==> src/design/cdsw_pkg.sv <==
// Shared types and constants of the countdown timer and stopwatch.
package cdsw_pkg;

    typedef enum logic [1:0] {
        MODE_SELECT    = 2'd0,
        MODE_SETUP     = 2'd1,
        MODE_COUNTDOWN = 2'd2,
        MODE_STOPWATCH = 2'd3
    } mode_t;

    typedef enum logic [1:0] {
        RUN_STOPPED  = 2'd0,
        RUN_RUNNING  = 2'd1,
        RUN_PAUSED   = 2'd2,
        RUN_FINISHED = 2'd3
    } run_t;

    typedef enum logic [2:0] {
        KEY_UP    = 3'd0,
        KEY_DOWN  = 3'd1,
        KEY_LEFT  = 3'd2,
        KEY_RIGHT = 3'd3,
        KEY_A     = 3'd4,
        KEY_B     = 3'd5,
        KEY_D     = 3'd6,
        KEY_NONE  = 3'd7
    } key_t;

    typedef enum logic {
        OP_TICK   = 1'b0,
        OP_BUTTON = 1'b1
    } op_t;

    typedef enum logic [1:0] {
        FIELD_HOUR   = 2'd0,
        FIELD_MINUTE = 2'd1,
        FIELD_SECOND = 2'd2
    } field_t;

    localparam int unsigned HOUR_W   = 5;
    localparam int unsigned MINUTE_W = 6;
    localparam int unsigned SECOND_W = 6;
    localparam int unsigned ELAPSED_W = 32;
    localparam int unsigned TARGET_W  = 27;

    localparam logic [HOUR_W-1:0]   HOUR_MAX   = HOUR_W'(23);
    localparam logic [MINUTE_W-1:0] MINUTE_MAX = MINUTE_W'(59);
    localparam logic [SECOND_W-1:0] SECOND_MAX = SECOND_W'(59);

    localparam logic [HOUR_W-1:0]   HOUR_RESET   = HOUR_W'(0);
    localparam logic [MINUTE_W-1:0] MINUTE_RESET = MINUTE_W'(5);
    localparam logic [SECOND_W-1:0] SECOND_RESET = SECOND_W'(0);

    localparam logic [31:0] SEC_PER_HOUR = 32'd3600;
    localparam logic [31:0] SEC_PER_MIN  = 32'd60;
    localparam logic [31:0] MS_PER_SEC   = 32'd1000;

endpackage

==> src/design/cdsw_if.sv <==
// Valid/ready channel interfaces for the timer's button/tick beats and result beats.
interface cdsw_cmd_if;
    logic       valid;
    logic       ready;
    logic       operation;
    logic [2:0] button;
    logic       pressed;

    modport source (output valid, output operation, output button, output pressed,
                    input ready);
    modport sink (input valid, input operation, input button, input pressed,
                  output ready);
endinterface

interface cdsw_res_if;
    logic        valid;
    logic        ready;
    logic [1:0]  mode;
    logic [1:0]  run_state;
    logic        menu_choice;
    logic [1:0]  edit_field;
    logic [4:0]  set_hour;
    logic [5:0]  set_minute;
    logic [5:0]  set_second;
    logic [31:0] elapsed_ms;
    logic [26:0] remaining_ms;
    logic        alarm;
    logic        exit_request;

    modport source (output valid, output mode, output run_state, output menu_choice,
                    output edit_field, output set_hour, output set_minute,
                    output set_second, output elapsed_ms, output remaining_ms,
                    output alarm, output exit_request, input ready);
    modport sink (input valid, input mode, input run_state, input menu_choice,
                  input edit_field, input set_hour, input set_minute,
                  input set_second, input elapsed_ms, input remaining_ms,
                  input alarm, input exit_request, output ready);
endinterface

==> src/design/countdown_stopwatch_timer.sv <==
// Countdown timer and stopwatch: state registers, next-state logic and result register.
//
//   Channel   Dir   Beat contents
//   cmd       in    operation, button, pressed
//   res       out   mode, run_state, menu_choice, edit_field, settings,
//                   elapsed_ms, remaining_ms, alarm, exit_request
//
// Every accepted cmd beat produces one res beat on the following cycle.
// One cmd beat is taken per cycle unless a res beat is stalled; the state update and the result are one register stage.
// A held res beat stalls cmd only when res.ready is low while a beat is waiting.
// Reset (rst_n low, asynchronous) returns select mode, minutes cursor and a 5:00 setting.
module countdown_stopwatch_timer
    import cdsw_pkg::*;
(
    input  logic           clk,
    input  logic           rst_n,
    cdsw_cmd_if.sink       cmd,
    cdsw_res_if.source     res
);

    mode_t                  mode_reg,    mode_next;
    run_t                   run_reg,     run_next;
    logic                   menu_reg,    menu_next;
    logic [1:0]             field_reg,   field_next;
    logic [HOUR_W-1:0]      hour_reg,    hour_next;
    logic [MINUTE_W-1:0]    minute_reg,  minute_next;
    logic [SECOND_W-1:0]    second_reg,  second_next;
    logic [ELAPSED_W-1:0]   elapsed_reg, elapsed_next;
    logic [TARGET_W-1:0]    target_reg,  target_next;
    logic                   exit_reg,    exit_next;
    logic                   alarm_next;
    logic [TARGET_W-1:0]    remain_next;

    logic                   res_valid_reg;
    logic [TARGET_W-1:0]    res_remain_reg;
    logic                   res_alarm_reg;

    logic                   accept;
    logic [ELAPSED_W-1:0]   elapsed_inc;
    logic [31:0]            target_calc;
    key_t                   key;

    assign cmd.ready = !res_valid_reg || res.ready;
    assign accept    = cmd.valid && cmd.ready;
    assign key       = key_t'(cmd.button);

    assign elapsed_inc = (elapsed_reg != '1) ? elapsed_reg + 1'b1 : elapsed_reg;
    assign target_calc = 32'(hour_reg) * (SEC_PER_HOUR * MS_PER_SEC)
                       + 32'(minute_reg) * (SEC_PER_MIN * MS_PER_SEC)
                       + 32'(second_reg) * MS_PER_SEC;

    always_comb
    begin
        mode_next    = mode_reg;
        run_next     = run_reg;
        menu_next    = menu_reg;
        field_next   = field_reg;
        hour_next    = hour_reg;
        minute_next  = minute_reg;
        second_next  = second_reg;
        elapsed_next = elapsed_reg;
        target_next  = target_reg;
        exit_next    = exit_reg;
        alarm_next   = 1'b0;

        if (op_t'(cmd.operation) == OP_TICK)
        begin
            if (run_reg == RUN_RUNNING)
            begin
                elapsed_next = elapsed_inc;
                if (mode_reg == MODE_COUNTDOWN && elapsed_inc >= ELAPSED_W'(target_reg))
                begin
                    elapsed_next = ELAPSED_W'(target_reg);
                    run_next     = RUN_FINISHED;
                    alarm_next   = 1'b1;
                end
            end
        end
        else if (cmd.pressed)
        begin
            unique case (mode_reg)
                MODE_SELECT:
                begin
                    case (key)
                        KEY_UP:   menu_next = 1'b0;
                        KEY_DOWN: menu_next = 1'b1;
                        KEY_A:
                        begin
                            if (!menu_reg)
                            begin
                                mode_next  = MODE_SETUP;
                                field_next = FIELD_MINUTE;
                            end
                            else
                            begin
                                mode_next    = MODE_STOPWATCH;
                                run_next     = RUN_STOPPED;
                                elapsed_next = '0;
                            end
                        end
                        KEY_B, KEY_D: exit_next = 1'b1;
                        default: ;
                    endcase
                end
                MODE_SETUP:
                begin
                    case (key)
                        KEY_LEFT:
                        begin
                            if (field_reg != FIELD_HOUR)
                                field_next = field_reg - 1'b1;
                        end
                        KEY_RIGHT:
                        begin
                            if (field_reg < FIELD_SECOND)
                                field_next = field_reg + 1'b1;
                        end
                        KEY_UP:
                        begin
                            if (field_reg == FIELD_HOUR)
                                hour_next = (hour_reg >= HOUR_MAX) ? '0 : hour_reg + 1'b1;
                            else if (field_reg == FIELD_MINUTE)
                                minute_next = (minute_reg >= MINUTE_MAX) ? '0
                                                                         : minute_reg + 1'b1;
                            else
                                second_next = (second_reg >= SECOND_MAX) ? '0
                                                                         : second_reg + 1'b1;
                        end
                        KEY_DOWN:
                        begin
                            if (field_reg == FIELD_HOUR)
                                hour_next = (hour_reg == '0) ? HOUR_MAX : hour_reg - 1'b1;
                            else if (field_reg == FIELD_MINUTE)
                                minute_next = (minute_reg == '0) ? MINUTE_MAX
                                                                 : minute_reg - 1'b1;
                            else
                                second_next = (second_reg == '0) ? SECOND_MAX
                                                                 : second_reg - 1'b1;
                        end
                        KEY_A:
                        begin
                            target_next = target_calc[TARGET_W-1:0];
                            if (target_calc[TARGET_W-1:0] != '0)
                            begin
                                mode_next    = MODE_COUNTDOWN;
                                run_next     = RUN_RUNNING;
                                elapsed_next = '0;
                            end
                        end
                        KEY_B: mode_next = MODE_SELECT;
                        default: ;
                    endcase
                end
                MODE_COUNTDOWN, MODE_STOPWATCH:
                begin
                    case (key)
                        KEY_A:
                        begin
                            if (run_reg == RUN_RUNNING)
                                run_next = RUN_PAUSED;
                            else if (run_reg == RUN_PAUSED)
                                run_next = RUN_RUNNING;
                            else if (run_reg == RUN_STOPPED && mode_reg == MODE_STOPWATCH)
                                run_next = RUN_RUNNING;
                            else if (run_reg == RUN_FINISHED && mode_reg == MODE_COUNTDOWN)
                            begin
                                run_next     = RUN_STOPPED;
                                elapsed_next = '0;
                                mode_next    = MODE_SETUP;
                            end
                        end
                        KEY_B:
                        begin
                            if (run_reg == RUN_RUNNING || run_reg == RUN_PAUSED)
                            begin
                                run_next     = RUN_STOPPED;
                                elapsed_next = '0;
                            end
                            else
                                mode_next = MODE_SELECT;
                        end
                        KEY_D:
                        begin
                            run_next     = RUN_STOPPED;
                            elapsed_next = '0;
                            mode_next    = MODE_SELECT;
                        end
                        default: ;
                    endcase
                end
                default: ;
            endcase
        end

        remain_next = (elapsed_next < ELAPSED_W'(target_next))
                    ? target_next - elapsed_next[TARGET_W-1:0] : '0;
    end

    always_ff @(posedge clk or negedge rst_n)
    begin
        if (!rst_n)
        begin
            mode_reg      <= MODE_SELECT;
            run_reg       <= RUN_STOPPED;
            menu_reg      <= 1'b0;
            field_reg     <= FIELD_MINUTE;
            hour_reg      <= HOUR_RESET;
            minute_reg    <= MINUTE_RESET;
            second_reg    <= SECOND_RESET;
            elapsed_reg   <= '0;
            target_reg    <= '0;
            exit_reg      <= 1'b0;
            res_valid_reg <= 1'b0;
        end
        else
        begin
            if (accept)
            begin
                mode_reg    <= mode_next;
                run_reg     <= run_next;
                menu_reg    <= menu_next;
                field_reg   <= field_next;
                hour_reg    <= hour_next;
                minute_reg  <= minute_next;
                second_reg  <= second_next;
                elapsed_reg <= elapsed_next;
                target_reg  <= target_next;
                exit_reg    <= exit_next;
            end
            if (accept)
                res_valid_reg <= 1'b1;
            else if (res.ready)
                res_valid_reg <= 1'b0;
        end
    end

    always_ff @(posedge clk)
    begin
        if (accept)
        begin
            res_remain_reg <= remain_next;
            res_alarm_reg  <= alarm_next;
        end
    end

    assign res.valid        = res_valid_reg;
    assign res.mode         = mode_reg;
    assign res.run_state    = run_reg;
    assign res.menu_choice  = menu_reg;
    assign res.edit_field   = field_reg;
    assign res.set_hour     = hour_reg;
    assign res.set_minute   = minute_reg;
    assign res.set_second   = second_reg;
    assign res.elapsed_ms   = elapsed_reg;
    assign res.remaining_ms = res_remain_reg;
    assign res.alarm        = res_alarm_reg;
    assign res.exit_request = exit_reg;

    a_alarm_finish: assert property (@(posedge clk) disable iff (!rst_n)
        res_valid_reg && res_alarm_reg |->
            run_reg == RUN_FINISHED && mode_reg == MODE_COUNTDOWN && res_remain_reg == '0)
        else $error("alarm without a finished countdown");

    a_countdown_bound: assert property (@(posedge clk) disable iff (!rst_n)
        mode_reg == MODE_COUNTDOWN |-> elapsed_reg <= ELAPSED_W'(target_reg))
        else $error("countdown elapsed time beyond its target");

    a_exit_sticky: assert property (@(posedge clk) disable iff (!rst_n)
        exit_reg |=> exit_reg)
        else $error("exit request cleared");

    a_field_range: assert property (@(posedge clk) disable iff (!rst_n)
        field_reg != 2'd3)
        else $error("setup cursor out of range");

    a_no_accept_on_stall: assert property (@(posedge clk) disable iff (!rst_n)
        res_valid_reg && !res.ready |-> !accept)
        else $error("beat accepted while a result is stalled");

endmodule

==> src/flat_wrapper.sv <==
// flat-port wrapper written by rule: the top's interface ports become plain ports
module countdown_stopwatch_timer_flat import cdsw_pkg::*;
  (clk, rst_n, cmd_valid, cmd_operation, cmd_button, cmd_pressed, cmd_ready, res_valid, res_mode, res_run_state, res_menu_choice, res_edit_field, res_set_hour, res_set_minute, res_set_second, res_elapsed_ms, res_remaining_ms, res_alarm, res_exit_request, res_ready);
  cdsw_cmd_if cmd_i ();
  cdsw_res_if res_i ();
  input  logic clk;
  input  logic rst_n;
  input wire logic [$bits(cmd_i.valid)-1:0] cmd_valid;
  input wire logic [$bits(cmd_i.operation)-1:0] cmd_operation;
  input wire logic [$bits(cmd_i.button)-1:0] cmd_button;
  input wire logic [$bits(cmd_i.pressed)-1:0] cmd_pressed;
  output wire logic [$bits(cmd_i.ready)-1:0] cmd_ready;
  output wire logic [$bits(res_i.valid)-1:0] res_valid;
  output wire logic [$bits(res_i.mode)-1:0] res_mode;
  output wire logic [$bits(res_i.run_state)-1:0] res_run_state;
  output wire logic [$bits(res_i.menu_choice)-1:0] res_menu_choice;
  output wire logic [$bits(res_i.edit_field)-1:0] res_edit_field;
  output wire logic [$bits(res_i.set_hour)-1:0] res_set_hour;
  output wire logic [$bits(res_i.set_minute)-1:0] res_set_minute;
  output wire logic [$bits(res_i.set_second)-1:0] res_set_second;
  output wire logic [$bits(res_i.elapsed_ms)-1:0] res_elapsed_ms;
  output wire logic [$bits(res_i.remaining_ms)-1:0] res_remaining_ms;
  output wire logic [$bits(res_i.alarm)-1:0] res_alarm;
  output wire logic [$bits(res_i.exit_request)-1:0] res_exit_request;
  input wire logic [$bits(res_i.ready)-1:0] res_ready;
  assign cmd_i.valid = cmd_valid;
  assign cmd_i.operation = cmd_operation;
  assign cmd_i.button = cmd_button;
  assign cmd_i.pressed = cmd_pressed;
  assign cmd_ready = cmd_i.ready;
  assign res_valid = res_i.valid;
  assign res_mode = res_i.mode;
  assign res_run_state = res_i.run_state;
  assign res_menu_choice = res_i.menu_choice;
  assign res_edit_field = res_i.edit_field;
  assign res_set_hour = res_i.set_hour;
  assign res_set_minute = res_i.set_minute;
  assign res_set_second = res_i.set_second;
  assign res_elapsed_ms = res_i.elapsed_ms;
  assign res_remaining_ms = res_i.remaining_ms;
  assign res_alarm = res_i.alarm;
  assign res_exit_request = res_i.exit_request;
  assign res_i.ready = res_ready;
  countdown_stopwatch_timer u_core (.clk(clk), .rst_n(rst_n), .cmd(cmd_i), .res(res_i));
endmodule
==> config.mk <==
export PLATFORM = sky130hd
export DESIGN_NAME = countdown_stopwatch_timer_flat
export DESIGN_NICKNAME = d
export VERILOG_FILES = /design/src/design/cdsw_pkg.sv /design/src/design/cdsw_if.sv /design/src/design/countdown_stopwatch_timer.sv /design/src/flat_wrapper.sv
export SDC_FILE = /design/constraint.sdc
export NUM_CORES = 1
export LEC_CHECK = 0
export ABC_AREA = 0
export BUFFER_PORTS_ARGS = -buffer_cell sky130_fd_sc_hd__buf_2
export CORE_UTILIZATION = 30
export CTS_CLUSTER_SIZE = 12
export DETAILED_ROUTE_END_ITERATION = 10
export PLACE_DENSITY = 0.52
export SETUP_SLACK_MARGIN = 0.05
export SKIP_LAST_GASP = 1
export SLEW_MARGIN = 15
export SYNTH_ARGS = -nofsm -noshare
export SYNTH_HDL_FRONTEND = slang
export SYNTH_SLANG_ARGS = --single-unit
==> constraint.sdc <==
create_clock -name clk -period 18.8 [get_ports clk]
set_input_delay 4.7 -clock clk [delete_from_list [all_inputs] [get_ports clk]]
set_output_delay 4.7 -clock clk [all_outputs]
set_load 0.01 [all_outputs]
==> impl_results.md <==
* Outcome: complete, no violations
* CTS tree: done
* Reg area at 2970 um2
* Flops & latches, synth at 113
* Drt wl/cell at 17.3 um
* Static Leakage at 0.00785 uW
* Die H at 230 um
* Synthesized Nets at 2,154
* Total power at 2150 uW
* Share of layout cells above drive strength 1 at 10.9%
* Yosys warns at 0
* CTS buffer count at 17
* Maximum vdd drop at 119 uV
* Distinct cells, synth at 94
* Antenna Nets Post-Route at 0
* Antenna Diode Count at 0
* Clk_skew at 0.0172 ns
* DRT Pass-1 Iters at 5
* Largest net degree at the start of global routing at 62
* # port buffers at 95
* Clk root buf: clkbuf_16
* Chip width at 230 um
* Non-Filler Instances at 2,605
* Vias per inst at 5.20
* GRT Total Usage at 17.2%
* # clock sinks at 113
* Top FF cell, synth: dfrtp_1
* Post CTS Setup Buffer Count at 0
* Setup TNS at 0 ns
* IO Pins at 96
* P per Cell Area at 125 nW/um2
* Worst-case clock buffer depth at 2
* Largest fanout on the critical path at 40
* Met1 usage in global routing at 23.2%
* Via count at 13,558
* Largest register FFs at 32
* Initial antenna violation count at 1
* CP Capture Type: register
* Die area at 52,700 um2
* Vias in the first global route at 13,213
* Grt ovf at 0
* Max Cap Violations at 0
* Gp weighted congestion at 0.930
* Syn Area/Cell at 8.30 um2
* Drt drc at 0
* Unrepaired setup endpoints after global routing: no
* Ys async rst share at 75.2%
* GR Util met2 at 28.3%
* Initial Utilization at 30.3%
* Fillers at 5,429
* CP max stage delay at 0.66 ns
* Core ar. at 51,300 um2
* EDFF count, synth at 28
* Slew @ Worst Pin at 1.07 ns
* Register area share after synthesis at 19.1%
* Worst Setup Start Kind: register
* Final hold violation count at 0
* Post-CTS sizing at 0
* Cells after Synth at 1,872
* H-tree depth at 4
* Slew Limit Fails at 0
* Clock latency at the later pin of the worst-skew pair at 0.46 ns
* Slowest cell on crit path: fa_1
* Buf+Inv Stages, Crit Path at 5
* Grt met3 use at 2.64%
* Fin nets at 2,194
* # hold bufs at CTS at 0
* CP required at 18.96 ns
* Cell repeated most along the worst path: fa_1
* DPL Wire Length at 35,600 um
* Slew margin rel. at 28.5%
* Netlist Area Pre-Place at 15,500 um2
* Crit path DAT at 11.10 ns
* HP Class: reg -> reg
* Final min period at 10.94 ns
* Multi-input combinational cell area at 11,500 um2
* Fmax at 91.4 MHz
* Worst setup path class: reg -> reg
* Period utilization at 58.2%
* Row cnt at 83
* Clock transition at path regs at 0.06 ns
* Total wire length at 45,100 um
* GR peak layer: met2
* Initial DRC Count at 882
* Crit path max-delay family: compound AO/OA/AOI/OAI gates
* Cell Count Post-Placement at 2,573
* Final setup fails at 0
* Wire length of the first global-routing pass at 72,500 um
* Area grow syn2layout at 10.3%
-- kinds of logic (layout without fill, tap and decap cells) --
logic type               count (synthesis)  count (layout)  share of synthesized area, %
buffers and inverters                  265             318                          7.03
flip-flops                             113             113                          19.1
AND/OR/NAND/NOR                        552             552                          18.3
XOR/XNOR                                88              88                          4.96
multiplexers                            45              45                          3.02
AO/OA/AOI/OAI                          535             535                          23.2
adder cells (fa/ha/maj)                274             274                          24.4
-- final timing paths --
check                                                       endpoint                                 start  depth (start not counted)  slack (ns)
max                        u_core.res.remaining_ms[26]$_SDFFCE_PP0P_  u_core.res.set_second[0]$_DFFE_PN0P_                         40        7.86
min reg2reg                      u_core.res.exit_request$_DFFE_PN0P_   u_core.res.exit_request$_DFFE_PN0P_                          1        0.48
min                              u_core.res.exit_request$_DFFE_PN0P_   u_core.res.exit_request$_DFFE_PN0P_                          1        0.48
max reg2reg                u_core.res.remaining_ms[26]$_SDFFCE_PP0P_  u_core.res.set_second[0]$_DFFE_PN0P_                         40        7.86
max in group asynchronous           u_core.target_reg[5]$_DFFE_PN0P_                                 rst_n                          2       13.36
min in group asynchronous       u_core.res.set_minute[5]$_DFFE_PN0P_                                 rst_n                          1        4.20
-- power by group --
group          leakage (uW)  switching [uW]  internal, uW
Clock              0.000295             140           203
Sequential          0.00131            51.7           291
Combinational       0.00625             881           586
-- layer usage --
metal,vias to the layer above,routed length [um]
met3,46,1860
met4,0,839
met5,-,0
li1,6767,-
met1,6451,21400
met2,294,21000
-- worst register-to-register path: cells and delay by family (launching register included) --
kind | cells | cell delay, ns
flip-flops | 1 | 0.59
AND/OR/NAND/NOR | 8 | 1.56
buffers and inverters | 5 | 0.84
AO/OA/AOI/OAI | 17 | 3.81
XOR/XNOR | 2 | 0.35
adder cells (fa/ha/maj) | 8 | 3.53
-- metrics by stage --
step,util (%),area (um2),hold slack (ns),setup slack (ns)
after floorplan,-,15500,0.466,9.18
after global placement,32.3,16500,0.463,7.96
after detailed placement,32.3,16500,0.470,7.85
after CTS,33.4,17200,0.485,7.77
after global routing,33.4,17200,0.502,7.03
final,33.4,17200,0.480,7.86
-- cells in the mapped netlist, drive strengths merged, types with 5 or more instances --
| library cell | number | area [um2] |
|---|---|---|
| nor2 | 108 | 405 |
| or2 | 8 | 50.1 |
| inv | 179 | 672 |
| dfrtp | 82 | 2050 |
| o211ai | 10 | 88.8 |
| o22ai | 8 | 50.1 |
| xnor2 | 55 | 482 |
| a2111oi | 11 | 121 |
| nor3 | 50 | 360 |
| a211oi | 24 | 195 |
| or3 | 10 | 72.6 |
| and3 | 20 | 125 |
| nand3 | 44 | 220 |
| nand4 | 15 | 100 |
| nand2 | 169 | 634 |
| clkbuf | 49 | 185 |
| o21ai | 130 | 654 |
| o21bai | 9 | 67.6 |
| a22oi | 14 | 105 |
| a21o | 56 | 420 |
| ha | 225 | 2820 |
| buf | 37 | 235 |
| a21boi | 5 | 37.5 |
| mux2i | 30 | 300 |
| o31a | 6 | 52.6 |
| nor3b | 11 | 82.6 |
| fa | 48 | 961 |
| a211o | 8 | 70.1 |
| and2 | 29 | 184 |
| xor2 | 33 | 289 |
| and4 | 11 | 98.8 |
| nor4 | 14 | 100 |
| nand2b | 25 | 156 |
| a21oi | 122 | 614 |
| a22o | 9 | 78.8 |
| or4 | 6 | 45.0 |
| a221oi | 6 | 70.1 |
| edfxtp | 28 | 841 |
| a31oi | 10 | 62.6 |
| o31ai | 24 | 185 |
| mux2 | 15 | 169 |
| o21a | 28 | 210 |
| a31o | 5 | 43.8 |
| nor2b | 26 | 163 |
-- cell type report --
cell class	instances	area share, %
multi-input cells	1494	67.0
flip-flops and latches	113	17.3
well taps	680	4.96
inverters	179	3.92
repair buffers	107	3.31
clock buffers	20	2.85
clock inverters	12	0.671
-- placed cells by master (no fill, tap or decap), types with 11 or more instances in the layout --
cell	netlist	routed
inv_1	179	178
nor3b_1	11	11
nor3_1	28	27
a21oi_1	121	121
nor2b_1	26	26
nor4_1	12	12
nand4_1	14	14
nor3_2	22	23
ha_1	225	225
a211oi_1	21	21
edfxtp_1	28	28
fa_1	48	48
clkbuf_16	0	19
xnor2_1	55	55
xor2_1	33	33
and3_1	20	20
mux2i_1	30	30
nand3_1	44	44
o21ai_0	122	122
and2_1	27	27
buf_4	2	13
nor2_1	108	108
mux2_2	12	12
nand2_1	169	169
nand2b_1	25	25
a22oi_1	14	14
o31ai_1	23	23
a21o_1	56	56
dfrtp_1	82	82
o21a_1	28	28
buf_2	23	94
Note: power is estimated with default switching activity, not from simulation.
